**src/rtl/core/swfr_pkg.sv**
```systemverilog
// Shared types and constants of the sliding-window sender core.
// No dependencies; imported by swfr_front, swfr_back and the top level.
package swfr_pkg;

    localparam int SEQ_W   = 32;
    localparam int REF_W   = 16;
    localparam int LIMIT_W = 4;
    localparam int DUP_W   = 4;

    localparam int WINDOW_SIZE_DEFAULT = 8;
    localparam int CMD_FIFO_DEPTH      = 2;

    localparam logic [LIMIT_W-1:0] DUP_LIMIT_RESET = 4'd4;
    localparam logic [SEQ_W-1:0]   SEQ_RESET       = 32'd1;
    localparam logic [SEQ_W-1:0]   SEQ_MAX         = 32'hFFFF_FFFF;

    // Stream word layouts
    localparam int S_TDATA_W = 48;  // payload_ref, ack_number
    localparam int S_TUSER_W = 3;   // mode, checksum_ok
    localparam int M_TDATA_W = 112; // tx_seq, tx_payload_ref, timer_stop_seq, timer_start_seq
    localparam int M_TUSER_W = 5;   // accepted, waiting, transmit, timer_stop, timer_start

    // Event kinds as they arrive on the input word
    localparam logic [1:0] MODE_SEND  = 2'd0;
    localparam logic [1:0] MODE_ACK   = 2'd1;
    localparam logic [1:0] MODE_TIMER = 2'd2;

    typedef enum logic [1:0] {
        OP_SEND,
        OP_ACK,
        OP_TIMER,
        OP_NONE
    } op_t;

    typedef struct packed {
        op_t              op;
        logic [REF_W-1:0] payload_ref;
        logic [SEQ_W-1:0] ack_number;
    } cmd_t;

    typedef struct packed {
        logic             accepted;
        logic             waiting;
        logic             transmit;
        logic [SEQ_W-1:0] tx_seq;
        logic [REF_W-1:0] tx_payload_ref;
        logic             timer_stop;
        logic [SEQ_W-1:0] timer_stop_seq;
        logic             timer_start;
        logic [SEQ_W-1:0] timer_start_seq;
    } res_t;

endpackage

```
**src/rtl/core/swfr_front.sv**
```systemverilog
// Front end: accepts input words, classifies each event and queues it.
// Depends on swfr_pkg for the command type and queue depth.
module swfr_front (
    input  logic                           aclk,
    input  logic                           aresetn,
    input  logic                           s_tvalid,
    output logic                           s_tready,
    input  logic [swfr_pkg::S_TDATA_W-1:0] s_tdata,
    input  logic [swfr_pkg::S_TUSER_W-1:0] s_tuser,
    output logic                           cmd_valid,
    input  logic                           cmd_ready,
    output swfr_pkg::cmd_t                 cmd
);
    import swfr_pkg::*;

    localparam int PTR_W = $clog2(CMD_FIFO_DEPTH);
    localparam int CNT_W = $clog2(CMD_FIFO_DEPTH + 1);

    cmd_t             queue_reg [CMD_FIFO_DEPTH];
    logic [PTR_W-1:0] wr_ptr_reg, wr_ptr_next;
    logic [PTR_W-1:0] rd_ptr_reg, rd_ptr_next;
    logic [CNT_W-1:0] count_reg, count_next;
    cmd_t             in_cmd;
    logic             push, pop;

    // Classify: a bad-checksum ACK or an unknown mode becomes a no-op
    always_comb begin
        in_cmd.payload_ref = s_tdata[REF_W-1:0];
        in_cmd.ack_number  = s_tdata[REF_W +: SEQ_W];
        case (s_tuser[1:0])
            MODE_SEND:  in_cmd.op = OP_SEND;
            MODE_ACK:   in_cmd.op = s_tuser[2] ? OP_ACK : OP_NONE;
            MODE_TIMER: in_cmd.op = OP_TIMER;
            default:    in_cmd.op = OP_NONE;
        endcase
    end

    assign s_tready  = (count_reg != CNT_W'(CMD_FIFO_DEPTH));
    assign cmd_valid = (count_reg != '0);
    assign cmd       = queue_reg[rd_ptr_reg];
    assign push      = s_tvalid && s_tready;
    assign pop       = cmd_valid && cmd_ready;

    always_comb begin
        wr_ptr_next = wr_ptr_reg;
        rd_ptr_next = rd_ptr_reg;
        count_next  = count_reg;
        if (push) begin
            wr_ptr_next = (wr_ptr_reg == PTR_W'(CMD_FIFO_DEPTH - 1)) ? '0 : wr_ptr_reg + 1'b1;
        end
        if (pop) begin
            rd_ptr_next = (rd_ptr_reg == PTR_W'(CMD_FIFO_DEPTH - 1)) ? '0 : rd_ptr_reg + 1'b1;
        end
        if (push && !pop) begin
            count_next = count_reg + 1'b1;
        end else if (pop && !push) begin
            count_next = count_reg - 1'b1;
        end
    end

    always_ff @(posedge aclk) begin
        if (!aresetn) begin
            wr_ptr_reg <= '0;
            rd_ptr_reg <= '0;
            count_reg  <= '0;
        end else begin
            wr_ptr_reg <= wr_ptr_next;
            rd_ptr_reg <= rd_ptr_next;
            count_reg  <= count_next;
        end
    end

    always_ff @(posedge aclk) begin
        if (push) begin
            queue_reg[wr_ptr_reg] <= in_cmd;
        end
    end

endmodule

```
**src/rtl/core/swfr_back.sv**
```systemverilog
// Back end: window state, payload ring memory and registered result word.
// Depends on swfr_pkg for command/result types and reset constants.
module swfr_back #(
    parameter int WINDOW_SIZE = swfr_pkg::WINDOW_SIZE_DEFAULT
) (
    input  logic                         aclk,
    input  logic                         aresetn,
    input  logic                         cfg_we,
    input  logic [swfr_pkg::LIMIT_W-1:0] cfg_wdata,
    input  logic                         cmd_valid,
    output logic                         cmd_ready,
    input  swfr_pkg::cmd_t               cmd,
    output logic                         res_valid,
    input  logic                         res_ready,
    output swfr_pkg::res_t               res
);
    import swfr_pkg::*;

    localparam int IDX_W = (WINDOW_SIZE > 1) ? $clog2(WINDOW_SIZE) : 1;
    localparam int CNT_W = $clog2(WINDOW_SIZE + 1);
    localparam int SUM_W = CNT_W + 1;

    logic [REF_W-1:0]   payload_mem [WINDOW_SIZE];
    logic [REF_W-1:0]   head_ref_reg;

    logic [SEQ_W-1:0]   base_reg, base_next;
    logic [SEQ_W-1:0]   next_seq_reg, next_seq_next;
    logic [CNT_W-1:0]   in_flight_reg, in_flight_next;
    logic [DUP_W-1:0]   dup_count_reg, dup_count_next;
    logic               full_reg, full_next;
    logic [IDX_W-1:0]   oldest_reg, oldest_next;
    logic [LIMIT_W-1:0] dup_limit_reg;
    logic               out_valid_reg;
    res_t               out_reg, out_next;

    logic               exec;
    logic               mem_we;
    logic [IDX_W-1:0]   wr_idx, slide_idx;
    logic [SUM_W-1:0]   wr_sum, slide_sum;
    logic [CNT_W-1:0]   slide_num;
    logic [DUP_W-1:0]   dup_inc;
    logic               ack_in_range;

    assign cmd_ready = !out_valid_reg || res_ready;
    assign exec      = cmd_valid && cmd_ready;
    assign res_valid = out_valid_reg;
    assign res       = out_reg;

    // Ring positions: tail for a new packet, new head after a slide
    always_comb begin
        wr_sum    = SUM_W'(oldest_reg) + SUM_W'(in_flight_reg);
        wr_idx    = (wr_sum >= SUM_W'(WINDOW_SIZE)) ?
                    IDX_W'(wr_sum - SUM_W'(WINDOW_SIZE)) : IDX_W'(wr_sum);
        slide_num = CNT_W'(cmd.ack_number - base_reg);
        slide_sum = SUM_W'(oldest_reg) + SUM_W'(slide_num);
        slide_idx = (slide_sum >= SUM_W'(WINDOW_SIZE)) ?
                    IDX_W'(slide_sum - SUM_W'(WINDOW_SIZE)) : IDX_W'(slide_sum);
        dup_inc   = dup_count_reg + 1'b1;
        ack_in_range = (in_flight_reg != '0) && (cmd.ack_number >= base_reg)
                       && (cmd.ack_number <= next_seq_reg);
    end

    always_comb begin
        base_next      = base_reg;
        next_seq_next  = next_seq_reg;
        in_flight_next = in_flight_reg;
        dup_count_next = dup_count_reg;
        full_next      = full_reg;
        oldest_next    = oldest_reg;
        mem_we         = 1'b0;
        out_next       = '0;
        case (cmd.op)
            OP_SEND: begin
                if (next_seq_reg != SEQ_MAX && in_flight_reg != CNT_W'(WINDOW_SIZE)) begin
                    mem_we                  = 1'b1;
                    full_next               = 1'b0;
                    out_next.accepted       = 1'b1;
                    out_next.transmit       = 1'b1;
                    out_next.tx_seq         = next_seq_reg;
                    out_next.tx_payload_ref = cmd.payload_ref;
                    if (in_flight_reg == '0) begin
                        out_next.timer_start     = 1'b1;
                        out_next.timer_start_seq = next_seq_reg;
                    end
                    in_flight_next = in_flight_reg + 1'b1;
                    next_seq_next  = next_seq_reg + 1'b1;
                end else begin
                    full_next = 1'b1;
                end
            end
            OP_ACK: begin
                if (ack_in_range) begin
                    if (cmd.ack_number == base_reg) begin
                        // Duplicate of the oldest packet
                        dup_count_next = dup_inc;
                        if (dup_inc == dup_limit_reg) begin
                            dup_count_next           = '0;
                            out_next.transmit        = 1'b1;
                            out_next.tx_seq          = base_reg;
                            out_next.tx_payload_ref  = head_ref_reg;
                            out_next.timer_stop      = 1'b1;
                            out_next.timer_stop_seq  = base_reg;
                            out_next.timer_start     = 1'b1;
                            out_next.timer_start_seq = base_reg;
                        end else if (dup_inc == DUP_W'(1)) begin
                            out_next.timer_stop      = 1'b1;
                            out_next.timer_stop_seq  = base_reg;
                            out_next.timer_start     = 1'b1;
                            out_next.timer_start_seq = base_reg;
                        end
                    end else begin
                        // New cumulative ack: slide
                        dup_count_next          = DUP_W'(1);
                        base_next               = cmd.ack_number;
                        oldest_next             = slide_idx;
                        in_flight_next          = in_flight_reg - slide_num;
                        out_next.timer_stop     = 1'b1;
                        out_next.timer_stop_seq = base_reg;
                        if (cmd.ack_number != next_seq_reg) begin
                            out_next.timer_start     = 1'b1;
                            out_next.timer_start_seq = cmd.ack_number;
                        end
                    end
                end
            end
            OP_TIMER: begin
                if (in_flight_reg != '0) begin
                    out_next.transmit        = 1'b1;
                    out_next.tx_seq          = base_reg;
                    out_next.tx_payload_ref  = head_ref_reg;
                    out_next.timer_stop      = 1'b1;
                    out_next.timer_stop_seq  = base_reg;
                    out_next.timer_start     = 1'b1;
                    out_next.timer_start_seq = base_reg;
                end
            end
            default: begin
            end
        endcase
        out_next.waiting = full_next;
    end

    always_ff @(posedge aclk) begin
        if (!aresetn) begin
            base_reg      <= SEQ_RESET;
            next_seq_reg  <= SEQ_RESET;
            in_flight_reg <= '0;
            dup_count_reg <= '0;
            full_reg      <= 1'b0;
            oldest_reg    <= '0;
            dup_limit_reg <= DUP_LIMIT_RESET;
            out_valid_reg <= 1'b0;
        end else begin
            if (cfg_we) begin
                dup_limit_reg <= cfg_wdata;
            end
            if (exec) begin
                base_reg      <= base_next;
                next_seq_reg  <= next_seq_next;
                in_flight_reg <= in_flight_next;
                dup_count_reg <= dup_count_next;
                full_reg      <= full_next;
                oldest_reg    <= oldest_next;
                out_valid_reg <= 1'b1;
            end else if (res_ready) begin
                out_valid_reg <= 1'b0;
            end
        end
    end

    always_ff @(posedge aclk) begin
        if (exec) begin
            out_reg <= out_next;
        end
    end

    // Payload ring; head_ref_reg tracks the oldest slot, with write bypass
    always_ff @(posedge aclk) begin
        if (exec) begin
            if (mem_we) begin
                payload_mem[wr_idx] <= cmd.payload_ref;
            end
            if (mem_we && wr_idx == oldest_next) begin
                head_ref_reg <= cmd.payload_ref;
            end else begin
                head_ref_reg <= payload_mem[oldest_next];
            end
        end
    end

`ifndef NO_ASSERTIONS
    a_in_flight_bound: assert property (@(posedge aclk) disable iff (!aresetn)
        in_flight_reg <= CNT_W'(WINDOW_SIZE))
        else $error("in-flight count exceeds window size");

    a_window_span: assert property (@(posedge aclk) disable iff (!aresetn)
        (next_seq_reg - base_reg) == SEQ_W'(in_flight_reg))
        else $error("window span disagrees with in-flight count");

    a_base_nonzero: assert property (@(posedge aclk) disable iff (!aresetn)
        base_reg != '0)
        else $error("window base dropped to zero");

    a_accept_sends: assert property (@(posedge aclk) disable iff (!aresetn)
        out_valid_reg && out_reg.accepted |-> out_reg.transmit && !out_reg.waiting)
        else $error("accepted send without transmit or with waiting set");
`endif

endmodule

```
**src/rtl/core/sliding_window_sender_fast_retransmit_core.sv**
```systemverilog
// Top level of the sliding-window sender with fast retransmit.
// Depends on swfr_pkg, swfr_front and swfr_back.
//
//  channel | direction | word contents (lowest bit first)
//  --------+-----------+--------------------------------------------------
//  s_      | in        | tdata: payload_ref[15:0], ack_number[47:16]
//          |           | tuser: mode[1:0], checksum_ok[2]
//  m_      | out       | tdata: tx_seq[31:0], tx_payload_ref[47:32],
//          |           |        timer_stop_seq[79:48], timer_start_seq[111:80]
//          |           | tuser: accepted[0], waiting[1], transmit[2],
//          |           |        timer_stop[3], timer_start[4]
//  cfg_    | in        | cfg_we, cfg_wdata = dup_ack_limit[3:0]
//
// One event per cycle while m_ takes results; a taken input word is written into
// the command queue register, then into the result register, where it is valid
// on m_ and held until m_tready.
// The window state update and the payload ring write happen in the single
// cycle the back end takes an event; head payload is kept in a register.
// Reset (aresetn low, synchronous) empties the queue, base and next
// sequence to 1, limit to 4. Ring contents need no clearing.
// A stalled m_ side holds the result register; the two-entry command queue
// keeps s_tready high until it fills.
module sliding_window_sender_fast_retransmit_core #(
    parameter int WINDOW_SIZE = swfr_pkg::WINDOW_SIZE_DEFAULT
) (
    input  logic                           aclk,
    input  logic                           aresetn,
    // configuration: dup_ack_limit
    input  logic                           cfg_we,
    input  logic [swfr_pkg::LIMIT_W-1:0]   cfg_wdata,
    // input events
    input  logic                           s_tvalid,
    output logic                           s_tready,
    input  logic [swfr_pkg::S_TDATA_W-1:0] s_tdata,  // payload_ref, ack_number
    input  logic [swfr_pkg::S_TUSER_W-1:0] s_tuser,  // mode, checksum_ok
    // results
    output logic                           m_tvalid,
    input  logic                           m_tready,
    output logic [swfr_pkg::M_TDATA_W-1:0] m_tdata,  // tx_seq, tx_payload_ref,
                                                     // timer_stop_seq, timer_start_seq
    output logic [swfr_pkg::M_TUSER_W-1:0] m_tuser   // accepted, waiting, transmit,
                                                     // timer_stop, timer_start
);
    import swfr_pkg::*;

    cmd_t cmd;
    logic cmd_valid;
    logic cmd_ready;
    res_t res;

    // Classify and queue incoming words
    swfr_front u_front (
        .aclk      (aclk),
        .aresetn   (aresetn),
        .s_tvalid  (s_tvalid),
        .s_tready  (s_tready),
        .s_tdata   (s_tdata),
        .s_tuser   (s_tuser),
        .cmd_valid (cmd_valid),
        .cmd_ready (cmd_ready),
        .cmd       (cmd)
    );

    // Apply events to the window and register one result each
    swfr_back #(
        .WINDOW_SIZE (WINDOW_SIZE)
    ) u_back (
        .aclk      (aclk),
        .aresetn   (aresetn),
        .cfg_we    (cfg_we),
        .cfg_wdata (cfg_wdata),
        .cmd_valid (cmd_valid),
        .cmd_ready (cmd_ready),
        .cmd       (cmd),
        .res_valid (m_tvalid),
        .res_ready (m_tready),
        .res       (res)
    );

    // Pack the result word: sequence numbers and handle in tdata, flags in tuser
    assign m_tdata = {res.timer_start_seq, res.timer_stop_seq,
                      res.tx_payload_ref, res.tx_seq};
    assign m_tuser = {res.timer_start, res.timer_stop, res.transmit,
                      res.waiting, res.accepted};

endmodule

```
**config.mk**
```make
export PLATFORM = sky130hd
export DESIGN_NAME = sliding_window_sender_fast_retransmit_core
export DESIGN_NICKNAME = d
export VERILOG_FILES = /design/src/rtl/core/swfr_pkg.sv /design/src/rtl/core/swfr_front.sv /design/src/rtl/core/swfr_back.sv /design/src/rtl/core/sliding_window_sender_fast_retransmit_core.sv
export SDC_FILE = /design/constraint.sdc
export NUM_CORES = 1
export LEC_CHECK = 0
export BUFFER_PORTS_ARGS = -buffer_cell sky130_fd_sc_hd__buf_2
export CAP_MARGIN = 20
export CORE_UTILIZATION = 50
export DETAILED_ROUTE_END_ITERATION = 6
export PLACE_DENSITY_LB_ADDON = 0.25
export SLEW_MARGIN = 5
export SYNTH_ARGS = -nofsm -noshare
export SYNTH_HDL_FRONTEND = slang
export SYNTH_SLANG_ARGS = --single-unit
```
**constraint.sdc**
```tcl
create_clock -name aclk -period 12.5 [get_ports aclk]
set_clock_uncertainty 0.15 [all_clocks]
set_input_delay 0 -clock aclk [delete_from_list [all_inputs] [get_ports aclk]]
set_output_delay 0 -clock aclk [all_outputs]
set_load 0.005 [all_outputs]
```
# Yosys cells after proc, flatten, opt, wreduce, memory -nomap -nowiden
# Memories as Yosys holds them, arrays and structs flattened. A register that Yosys moved wholly into a read port is not among the register bits.
# Index checks and enable logic that the tools add are counted.
dict set report word_totals {
  latch_bits 0
  inputBits 60
  mem_bits_ro 0
  memories 2
  reg_bits 202
  wordCells 121
  ramBits 228
  output_inout_bits 119
}
# name words word_bits read_ports rd_clocked_by_memory_dff wr line
set memory_table {}
lappend memory_table {u_back.payload_mem 8 16 1 1 1 swfr_back.sv:23} ;# logic [REF_W-1:0] payload_mem [WINDOW_SIZE];
lappend memory_table {u_front.queue_reg 2 50 1 1 1 swfr_front.sv:19} ;# cmd_t queue_reg [CMD_FIFO_DEPTH];
dict set report op_classes {
  n_lt_le_gt_ge 4
  reduce_logical 23
  shifts 0
  mul 0
  eq_ne 14
  mux 44
  div 0
  bitwise 1
  n_addsub 13
}
# operator count
set op_table {}
lappend op_table {{115-bit two-way mux} 2}
lappend op_table {{66-bit two-way mux} 3}
lappend op_table {{49-bit two-way mux} 3}
lappend op_table {{49-bit case mux with 3 select lines} 1}
lappend op_table {{33-bit two-way mux} 3}
lappend op_table {{33-bit case mux with 3 select lines} 1}
lappend op_table {{33-bit case mux with 2 select lines} 1}
lappend op_table {{32-bit by 1-bit adder with 32-bit output, second input constant} 1}
lappend op_table {{32-bit == test} 1}
lappend op_table {{32-bit >= comparator} 1}
lappend op_table {{32-bit less-or-equal comparator} 1}
lappend op_table {{32-bit != test} 1}
lappend op_table {{32-bit != test, second input constant} 1}
lappend op_table {{4-bit two-way mux} 5}
lappend op_table {{1-bit two-way mux} 15}
lappend op_table {{3-bit two-way mux} 5}
lappend op_table {{3-bit by 4-bit adder with 5-bit output} 2}
lappend op_table {{5-bit by 4-bit >= comparator with 1-bit output, second input constant} 2}
lappend op_table {{4-bit by 1-bit adder with 4-bit output, second input constant} 2}
lappend op_table {{4-bit case mux with 2 select lines} 1}
lappend op_table {{2-bit nonzero test} 4}
lappend op_table {{4-bit subtractor} 2}
lappend op_table {{1-bit logical AND} 7}
lappend op_table {{2-bit two-way mux} 3}
lappend op_table {{21 further kinds} 31}

# Depth between registers and ports, before layout
dict set report depth {
  word_depth 7
  depth_mapped 18
  mapped_depth_nobuf 14
}

# Hierarchy
# Synthesis repeated with hierarchy kept, for this count alone.
dict set report unflattened {
  cells_unflattened 1561
  hier_area_um2 20363.3
}
# mod seq_area_each_um2 cells_each area_each_um2 n_inst
set modules_own_cells {}
lappend modules_own_cells {swfr_back 9459.1 1378 16510.8 1}
lappend modules_own_cells {swfr_front 3103.0 183 3852.4 1}

# Least setup slack after synthesis
# OpenSTA, ideal clock, no wires.
dict set report synth_path {
  path_type {flip-flop to flip-flop}
  start {reg u_back.out_valid_reg (netlist: u_back.res_valid)}
  end {mem u_back.payload_mem[0][0] (enable)}
  path_stages_with_launch 10
  t_arrival_ps 5722
  setup_slack_ps 6219
  synth_period_minus_slack_ps 6281
  n_path_buf 2
  cell_sequence {dfxtp_1 nor2b_1 or2_2 clkbuf_1 inv_1 nand2_1 a311oi_1 clkbuf_1 nand2b_1 nor3_1}
}
dict set report synth_via {
  elab_chain_len 5
}
# item line
set synth_lines {}
lappend synth_lines {{start: declaration} swfr_back.sv:33} ;# logic out_valid_reg;
lappend synth_lines {{start signal: assignment} swfr_back.sv:152} ;# out_valid_reg <= 1'b0;
lappend synth_lines {{start signal: assignment} swfr_back.sv:164} ;# out_valid_reg <= 1'b1;
lappend synth_lines {{start signal: assignment} swfr_back.sv:166} ;# out_valid_reg <= 1'b0;
lappend synth_lines {{1-bit logical NOT} swfr_back.sv:44} ;# assign cmd_ready = !out_valid_reg || res_ready;
lappend synth_lines {{1-bit logical OR} swfr_back.sv:44}
lappend synth_lines {{1-bit logical AND} swfr_back.sv:45} ;# assign exec = cmd_valid && cmd_ready;
lappend synth_lines {{named net u_back.exec} swfr_back.sv:36} ;# logic exec;
lappend synth_lines {{1-bit two-way mux} swfr_back.sv:179} ;# if (exec) begin
lappend synth_lines {{1-bit two-way mux (implied by the code)} swfr_back.sv:181} ;# payload_mem[wr_idx] <= cmd.payload_ref;
lappend synth_lines {{end: declaration} swfr_back.sv:23}
# The timed path passes the listed nets, and every way through them passes these cells.

==> impl_metrics.py <==
metrics = {
    "detailed_routing": {
        "wl_met2_um": 26700,
        "routed_wire_length_per_instance_um": 20.7,
        "top_signal_layer_used": "met4",
        "routed_wl_um": 57900,
        "via_density_per_instance": 5.90,
        "route.vias.total": 16465,
        "wl_met3_um": 4470,
        "drt.antenna.violating_nets": 0,
        "wl_met1_um": 25800,
        "detailedRoute.firstIterationViolations": 1675,
        "dr.pass1.iters": 5,
        "drt_drc_violations_left": 0,
    },
    "synth": {
        "synth_sequential_area_ratio_pct": 56.0,
        "syn-num-nets": 2091,
        "synth_top_area_share_pct": 48.3,
        "synth_cells": 1950,
        "netlist_area_um2": 22400,
        "share_of_flip_flops_with_an_asynchronous_set_or_reset_after_synthesis_pct": 0,
        "syn-mean-instance-area_um2": 11.5,
        "synth.largest_area_cell": "sky130_fd_sc_hd__edfxtp_1",
        "netlist-cell-type-count": 61,
        "synth.area.top_cells": "sky130_fd_sc_hd__edfxtp_1, sky130_fd_sc_hd__dfxtp_1, sky130_fd_sc_hd__ha_1",
        "post_synthesis_sequential_element_count": 447,
        "ys_warn_count": 0,
        "ys.flop_type": "sky130_fd_sc_hd__edfxtp_1",
        "synth_enable_flop_cells": 361,
    },
    "timing": {
        "final.setup.tns_ps": 0,
        "final_min_period_over_clock_period_pct": 55.5,
        "grt_setup_unrepaired": "false",
        "setup_viol_count_final": 0,
        "fmaxAchievable_mhz": 144,
        "worst_slew_pin_slew_ps": 1120,
        "count_of_endpoints_failing_hold_in_the_final_timing_report": 0,
        "slew_viol_final": 0,
        "final_period_minus_worst_setup_slack_ps": 6940,
        "finalWorstSetupSlack_ps": 5560,
        "slew_headroom_pct": 24.3,
    },
    "cells_and_area": {
        "seqCellArea_um2": 12600,
        "drive_above_1_share_pct": 16.7,
        "area_delta_synth_final_pct": 18.3,
        "final_core_util_pct": 60.0,
        "max_reg_flops": 128,
        "nets": 2308,
        "fillers": 3507,
        "num_antenna_cells": 0,
        "mostFrequentLayoutCell": "sky130_fd_sc_hd__edfxtp_1",
        "multi_input_combinational_cell_area_um2": 9030,
        "layout.cells.most_common_list": "sky130_fd_sc_hd__edfxtp_1, sky130_fd_sc_hd__buf_2, sky130_fd_sc_hd__nand2_1",
        "final_cells": 2793,
    },
    "global_routing": {
        "gr-total-overflow": 0,
        "antenna_found_initial": 1,
        "vias_in_the_first_global_route": 15720,
        "grt.total_usage_pct": 25.3,
        "first_pass_grt_wire_length_um": 88900,
        "largest_net_degree_at_the_start_of_global_routing": 131,
    },
    "setup_path": {
        "worst-r2r-cell-count": 16,
        "worst-path-buf-inv": 5,
        "family_of_cells_with_the_greatest_summed_delay_on_the_critical_path": "buffers and inverters",
        "critical_path_cell_count": 16,
        "worstSetupEndpointType": "flip-flop",
        "ff2ff_setup_slack_ps": 5560,
        "cell_chain_critical_path": "buf_4, mux2i_1, inv_1, ha_1, and4_1, and4_1, nand3_2, buf_4, o21a_2, buf_4, nand2_2, o21ai_4, buf_4, xnor2_1, and4_1, mux2_2",
        "worst_path_largest_cell_delay_ps": 840,
        "crit_top_cell": "sky130_fd_sc_hd__buf_4",
        "timing.critical_path.slowest_stage_cell": "sky130_fd_sc_hd__and4_1",
        "worstReg2RegEnd": "u_back.head_ref_reg[2]$_DFFE_PP_",
        "worstPathMaxFanout": 67,
        "worst-setup-path-type": "flip-flop to flip-flop",
        "critical_path_arrival_ps": 7130,
        "startpoint_type": "flip-flop",
        "critical_path_required_ps": 12690,
    },
    "cts": {
        "cts_htree_levels": 2,
        "cts_made_buffers": 46,
        "clock_path_buffers": 3,
        "post_cts_resize_count": 0,
        "tritoncts": "built",
        "clk_root_buffer_cell": "sky130_fd_sc_hd__clkbuf_16",
        "clkSlewWorstSetupHoldPaths_ps": 60,
        "worst_skew_pair.late_latency_ps": 590,
        "post_cts.repair.setup_buffers": 0,
        "clock_sink_count": 447,
    },
    "floorplan": {
        "design.die.area_um2": 45700,
        "die_y_um": 214,
        "initial_cell_density_of_the_core_pct": 50.7,
        "die_boundary_width_um": 214,
        "coreArea_um2": 44200,
        "fp-row-count": 77,
        "design.portCount": 179,
    },
    "status": {
        "run_status": "finished clean",
    },
    "hold_path": {
        "worst_hold_path_type": "primary input to flip-flop",
        "hold_end": "u_front.queue_reg[1][21]$_DFFE_PP_",
        "min_from": "s_tdata[37]",
        "worst_hold_path_stage_count": 2,
    },
    "placement": {
        "dpl.cell_count": 2605,
        "io_buffers": 178,
        "preCtsSetupSlack_ps": 5610,
        "routabilityCongestion": 0.839,
        "place_hpwl_um": 35400,
    },
    "run": {
        "drv.max_cap_violation_count": 0,
    },
    "power_and_ir_drop": {
        "irDropWorstVdd_v": 0.000166,
        "power_per_cell_area_nw_per_um2": 184,
        "cellLeakagePower_uw": 0.00982,
    },
}
## synthesized netlist by cell type (21+ instances only)
cell type                  count
sky130_fd_sc_hd__edfxtp_1    361
sky130_fd_sc_hd__nand2_1     169
sky130_fd_sc_hd__nand2b_1    131
sky130_fd_sc_hd__a21oi_1     123
sky130_fd_sc_hd__clkbuf_1    117
sky130_fd_sc_hd__inv_1       110
sky130_fd_sc_hd__dfxtp_1      86
sky130_fd_sc_hd__nor2_1       81
sky130_fd_sc_hd__a22oi_1      78
sky130_fd_sc_hd__ha_1         77
sky130_fd_sc_hd__mux2i_1      73
sky130_fd_sc_hd__a211oi_1     66
sky130_fd_sc_hd__a311oi_1     65
sky130_fd_sc_hd__xnor2_1      41
sky130_fd_sc_hd__mux2_2       40
sky130_fd_sc_hd__and3_1       35
sky130_fd_sc_hd__and2_1       34
sky130_fd_sc_hd__o211ai_1     32
sky130_fd_sc_hd__o211a_1      30
sky130_fd_sc_hd__o21ai_0      21
## stage by stage
stage               total power, µW  cell area, µm²  hold WS, ps
global placement               3400           23800         38.2
finish                         4900           26500         11.5
CTS                            4900           26500        0.180
floorplan                      2940           22400        -51.1
global route                   5140           26500         18.4
detailed placement             3430           23800         42.2
## report_power, final
| part | switching, µW | total (µW) | leakage, µW | internal, µW |
|---|---|---|---|---|
| Combinational | 887 | 1370 | 0.00496 | 481 |
| Clock | 579 | 1450 | 0.000776 | 869 |
| Sequential | 92.4 | 2080 | 0.00409 | 1990 |
| Total | 1560 | 4900 | 0.00982 | 3340 |
## cells by family after synthesis
family	count (synthesis)	synth area share, %
AO/OA/AOI/OAI	456	14.5
XOR/XNOR	48	1.96
adder cells (fa/ha/maj)	81	4.65
buffers and inverters	252	4.41
flip-flops	447	56.0
multiplexers	123	5.94
AND/OR/NAND/NOR	543	12.5
## routing by layer
metal | up-vias | global-route usage, %
met5 | - | 0
met4 | 0 | 6.03
met3 | 75 | 4.38
met2 | 631 | 39.5
met1 | 8116 | 36.5
li1 | 7643 | -
## what timing repair did
item / 4_1_cts / 5_1_grt
hold buffers: 102 / 0
setup endpoints to repair: 0 / 0
endpoints found under the hold margin: 111 / 0
## area by class of cell
cell class	count	area share, %
Sequential cell	447	47.4
Multi-Input combinational cell	1251	34.0
Inverter	111	1.59
Clock buffer	57	4.68
Clock inverter	25	1.28
Timing Repair Buffer	310	8.29
Tap cell	592	2.79
## worst max path at each step
stage	slack (ps)	end	start
2_1_floorplan	6220	u_back.payload_mem[0][0]$_DFFE_PP_	u_back.res_valid$_SDFFE_PN0P_
3_3_place_gp	5760	u_back.head_ref_reg[3]$_DFFE_PP_	flip-flop
3_5_place_dp	5610	u_back.head_ref_reg[2]$_DFFE_PP_	flip-flop
4_1_cts	5550	u_back.head_ref_reg[2]$_DFFE_PP_	flip-flop
5_1_grt	5170	u_back.head_ref_reg[2]$_DFFE_PP_	flip-flop
6_report	5560	u_back.head_ref_reg[2]$_DFFE_PP_	flip-flop
Power figures use the tool's default switching activity.
